===== config.mk =====
export PLATFORM = sky130hd
export DESIGN_NAME = spoc_xf_lane
export DESIGN_NICKNAME = d
export VERILOG_FILES = /design/src/sv/spoc_pkg.sv /design/src/sv/spoc_xf_lane.sv
export SDC_FILE = /design/constraint.sdc
export NUM_CORES = 2
export LEC_CHECK = 0
export ABC_AREA = 1
export BUFFER_PORTS_ARGS = -buffer_cell sky130_fd_sc_hd__buf_2
export CAP_MARGIN = 20
export CORE_MARGIN = 5
export CORE_UTILIZATION = 60
export CTS_CLUSTER_SIZE = 40
export DETAILED_ROUTE_END_ITERATION = 10
export PLACE_DENSITY = 0.87
export SLEW_MARGIN = 10
export SYNTH_ARGS = -nofsm -noshare
export SYNTH_HDL_FRONTEND = slang
export SYNTH_SLANG_ARGS = --single-unit

===== constraint.sdc =====
create_clock -name i_clk -period 5.69 [get_ports i_clk]
set_input_delay 0 -clock i_clk [delete_from_list [all_inputs] [get_ports i_clk]]
set_output_delay 0 -clock i_clk [all_outputs]
set_load 0.05 [all_outputs]

===== src/sv/spoc_pkg.sv =====
package spoc_pkg;

    localparam int C_NUM_LABELS = 64;
    localparam int C_LBL_W      = 6;
    localparam int C_ROUND_HALF = 8192;
    localparam int C_FRAC_SHIFT = 14;

    typedef logic [2:0]         t_cfg_idx;
    typedef logic [63:0]        t_cfg_data;
    typedef logic [47:0]        t_row;
    typedef logic signed [31:0] t_fix;
    typedef logic signed [47:0] t_prod;

    localparam t_cfg_idx C_REG_ROT_X    = 3'd0;
    localparam t_cfg_idx C_REG_ROT_Y    = 3'd1;
    localparam t_cfg_idx C_REG_ROT_Z    = 3'd2;
    localparam t_cfg_idx C_REG_SHIFT_XY = 3'd3;
    localparam t_cfg_idx C_REG_SHIFT_Z  = 3'd4;
    localparam t_cfg_idx C_REG_HARD     = 3'd5;
    localparam t_cfg_idx C_REG_PROT     = 3'd6;
    localparam t_cfg_idx C_REG_FILTER   = 3'd7;

    localparam t_row        C_ROT_X_RST  = 48'h0000_0000_4000;
    localparam t_row        C_ROT_Y_RST  = 48'h0000_4000_0000;
    localparam t_row        C_ROT_Z_RST  = 48'h4000_0000_0000;
    localparam logic [32:0] C_FILTER_RST = 33'h1_0001_C000;

    localparam t_fix C_FIX_MAX = 32'sh7FFF_FFFF;
    localparam t_fix C_FIX_MIN = 32'sh8000_0000;

endpackage


===== src/sv/spoc_xf_lane.sv =====
module spoc_xf_lane (
    input  logic           i_clk,
    input  logic           i_en,
    input  spoc_pkg::t_row i_row,
    input  spoc_pkg::t_fix i_px,
    input  spoc_pkg::t_fix i_py,
    input  spoc_pkg::t_fix i_pz,
    input  spoc_pkg::t_fix i_shift,
    output spoc_pkg::t_fix o_world
);
    import spoc_pkg::*;

    t_prod r_p0, r_p1, r_p2;
    t_prod n_p0, n_p1, n_p2;

    logic signed [49:0] sum;
    logic signed [50:0] rnd;
    logic signed [36:0] quo;
    logic signed [37:0] tot;

    assign n_p0 = $signed(i_row[15:0]) * i_px;
    assign n_p1 = $signed(i_row[31:16]) * i_py;
    assign n_p2 = $signed(i_row[47:32]) * i_pz;

    always_ff @(posedge i_clk) begin
        if (i_en) begin
            r_p0 <= n_p0;
            r_p1 <= n_p1;
            r_p2 <= n_p2;
        end
    end

    // Q18.30 sum, round half up to Q16.16, translate, saturate
    assign sum = 50'(r_p0) + 50'(r_p1) + 50'(r_p2);
    assign rnd = 51'(sum) + 51'(C_ROUND_HALF);
    assign quo = rnd[50:C_FRAC_SHIFT];
    assign tot = 38'(quo) + 38'(i_shift);

    always_comb begin
        if (tot[37:31] == {7{tot[37]}}) begin
            o_world = tot[31:0];
        end else if (tot[37]) begin
            o_world = C_FIX_MIN;
        end else begin
            o_world = C_FIX_MAX;
        end
    end

endmodule


==> impl_results.md <==
- Placed Area: between 0.07 and 0.08 sq mm
- Max Cap Violations: 0
- Placer congestion estimate: just under 1
- Core area: roughly 0.11 sq mm
- Slew Viols, Final: 0
- Final setup violation count: 31
- Metal2 WL: around 94 mm
- Async SR Flop Fraction: 0
- Commonest non-fill, non-tap cell in the layout: inv_1
- Vias in the first global route: around 63,000
- #FFs+latches synth: roughly 140
- Largest net degree at the start of global routing: 74
- Slowest cell on crit path: fa_1
- CTS Buf Count: 17
- Commonest non-fill, non-tap cells in the layout: 2,560 x inv_1, 2,000 x nand2_1, 1,503 x fa_1
- Synth top area cells: fa_1 45%, inv_1 14%, nand2_1 12%
- Aggregate global routing overflow: 0
- Sequential standard cell area: between 0.004 and 0.005 sq mm
- Clock Path Buffers: 2
- Failing checks: negative setup slack
- Met3 WL: ~18 mm
- Reg clk slew, reported paths: ~0.080 ns
- Worst Setup Path Type: flip-flop to output port
- Vias: 58,450
- Layout fillers: a little over 8,000
- I/O pin count: between 200 and 250
- Top Layer Used: met4
- Rows: 123
- CTS tree: yes
- Crit. End Element: output port
- Top cell type's share of synthesized area: 0.4471
- Mapped Area: 0.06743 sq mm
- Max stage delay on crit path: 0.53 ns
- Max FO, Critical Path: 8
- Max H-tree Level: 4
- Syn_nets: around 11,000
- EDFF count, synth: approximately 140
- Synthesis Warnings: 0
- Die width: about 350 microns
- Post-synthesis cell count: around 8,600
- WL final: 196.3 mm
- Synth area leader: fa_1
- Share of post-route cells with drive strength above 1: 0.1555
- Design area: 0.07850 sq mm
- Mean Syn Cell Area: about 8 sq um
- Final hold slack: ~0.077 ns
- Status: finished, violations left
- Worst Tran Pin Value: roughly 0.94 ns
- Slew margin rel.: 0.3735
- Most used cell, CP: inv_1
- TritonRoute pass-1 iters: 6
- Global-route wire length before repair: between 300 and 400 mm
- Sequential share of the synthesized area: 0.06413
- Setup ws final: -0.1072 ns
- DRC: 0
- Tot GR Track Use: 0.3282
- Root Buffer: clkbuf_16
- CTS Sinks: ~140
- Die area: approximately 0.12 sq mm
- Dpl hpwl: ~170 mm
- Fin. Hold Viols: 0
- CTS Hold Bufs: 0
- Multi-input gate area: ~0.054 sq mm
- Synth unique cells: 50
- Initial DRC Count: 5,481
- Initial Util: 0.6018
- Main synth FF type: edfxtp_1
- Arr. time, crit path: 5.80 ns
- Final nets: ~11,000
- Via-to-Cell Ratio: about 5.4
- Startpoint types: flip-flop
- Max Freq: 172.5 MHz
- Minimum clock period: 5.797 ns
- DR WL/cell: ~18 microns
- Chip height: between 300 and 400 microns
- Post-DRT Antenna Nets: 0
- Worst Hold Class: primary input to flip-flop
- Port Buffers: 209
- Worst EP required: 5.69 ns
- Met1 WL: roughly 74 mm
- Synthesis-to-finish area growth: 16.42%
- Antenna violations before repair: 1
- RSZ-0062 raised after global routing: yes
- Final worst-path cycle share: 1.019
==> cell families after synthesis <==
kind of cell	share of synthesized area
and+or+nand+nor	0.1614
adders and majority gates	0.5358
AOI/OAI and AO/OA	0.04843
DFF	0.06413
xor gates and xnor gates	0.02858
buffers and inverters	0.1616
==> worst paths after layout <==
check | start | endpoint | depth (start not counted)
setup / recovery | r_p0[21] | o_world[29] | 32
hold / removal | i_en | r_p1[1] | 1
==> flip-flops by register name (all words and copies together), names as in the netlist <==
| name | cells |
|---|---|
| r_p2 | 48 |
| r_p0 | 48 |
| r_p1 | 48 |
==> critical path, delay by kind of cell, from the launching register on <==
kind	cells	cell delay, ns
flops	1	0.45
buf+inv	11	1.21
simple gates	13	1.55
xor+xnor	2	0.50
fa+ha+maj	4	1.41
compound gates	2	0.19
==> cells in the mapped netlist (14+ instances only) <==
cell	instances
a21o_1	20
nand2_1	2098
a21oi_1	300
inv_1	2595
o21a_1	16
xnor2_1	81
nor2_1	329
nor4_1	14
clkbuf_1	276
fa_1	1506
nand4_1	63
a31oi_1	32
o21bai_1	21
nor3_1	32
o21ai_0	162
xor2_1	139
edfxtp_1	144
ha_1	478
or2_2	56
nand3_1	102
==> final cells by class <==
class,count,area share
Clock inverter,15,0.002104
Clock buffer,17,0.005419
Inverter,2602,0.1245
Timing Repair Buffer,938,0.09565
Antenna cell,1,0.00003188
Tap cell,1500,0.02391
Sequential cell,144,0.05509
Multi-Input combinational cell,5528,0.6933
==> layer usage <==
metal / vias to the layer above / track usage
li1: 25840 / -
met4: 0 / 0.1285
met5: - / 0
met1: 28610 / 0.4343
met2: 3244 / 0.5468
met3: 749 / 0.05368
==> per-stage QoR <==
stage,util,cells,setup slack [ns],setup TNS [ns]
2_1_floorplan,-,8564,0.1087,0
3_3_place_gp,0.6678,10660,-0.3013,-2.769
3_5_place_dp,0.6678,10660,-0.3570,-7.924
4_1_cts,0.6880,10720,0.00003375,0
5_1_grt,0.7006,10740,-0.3044,-8.436
6_report,0.7006,10750,-0.1072,-1.758
==> timing repair <==
action	CTS	global route
endpoints found under the hold margin	0	0
pin swaps	62	128
setup endpoints to repair	31	52
gates cloned	5	3
resized for setup	286	291
setup buffers	25	25
Power is not shown: default switching activity piles up to over one toggle a cycle in this logic, so the estimate is an artifact.
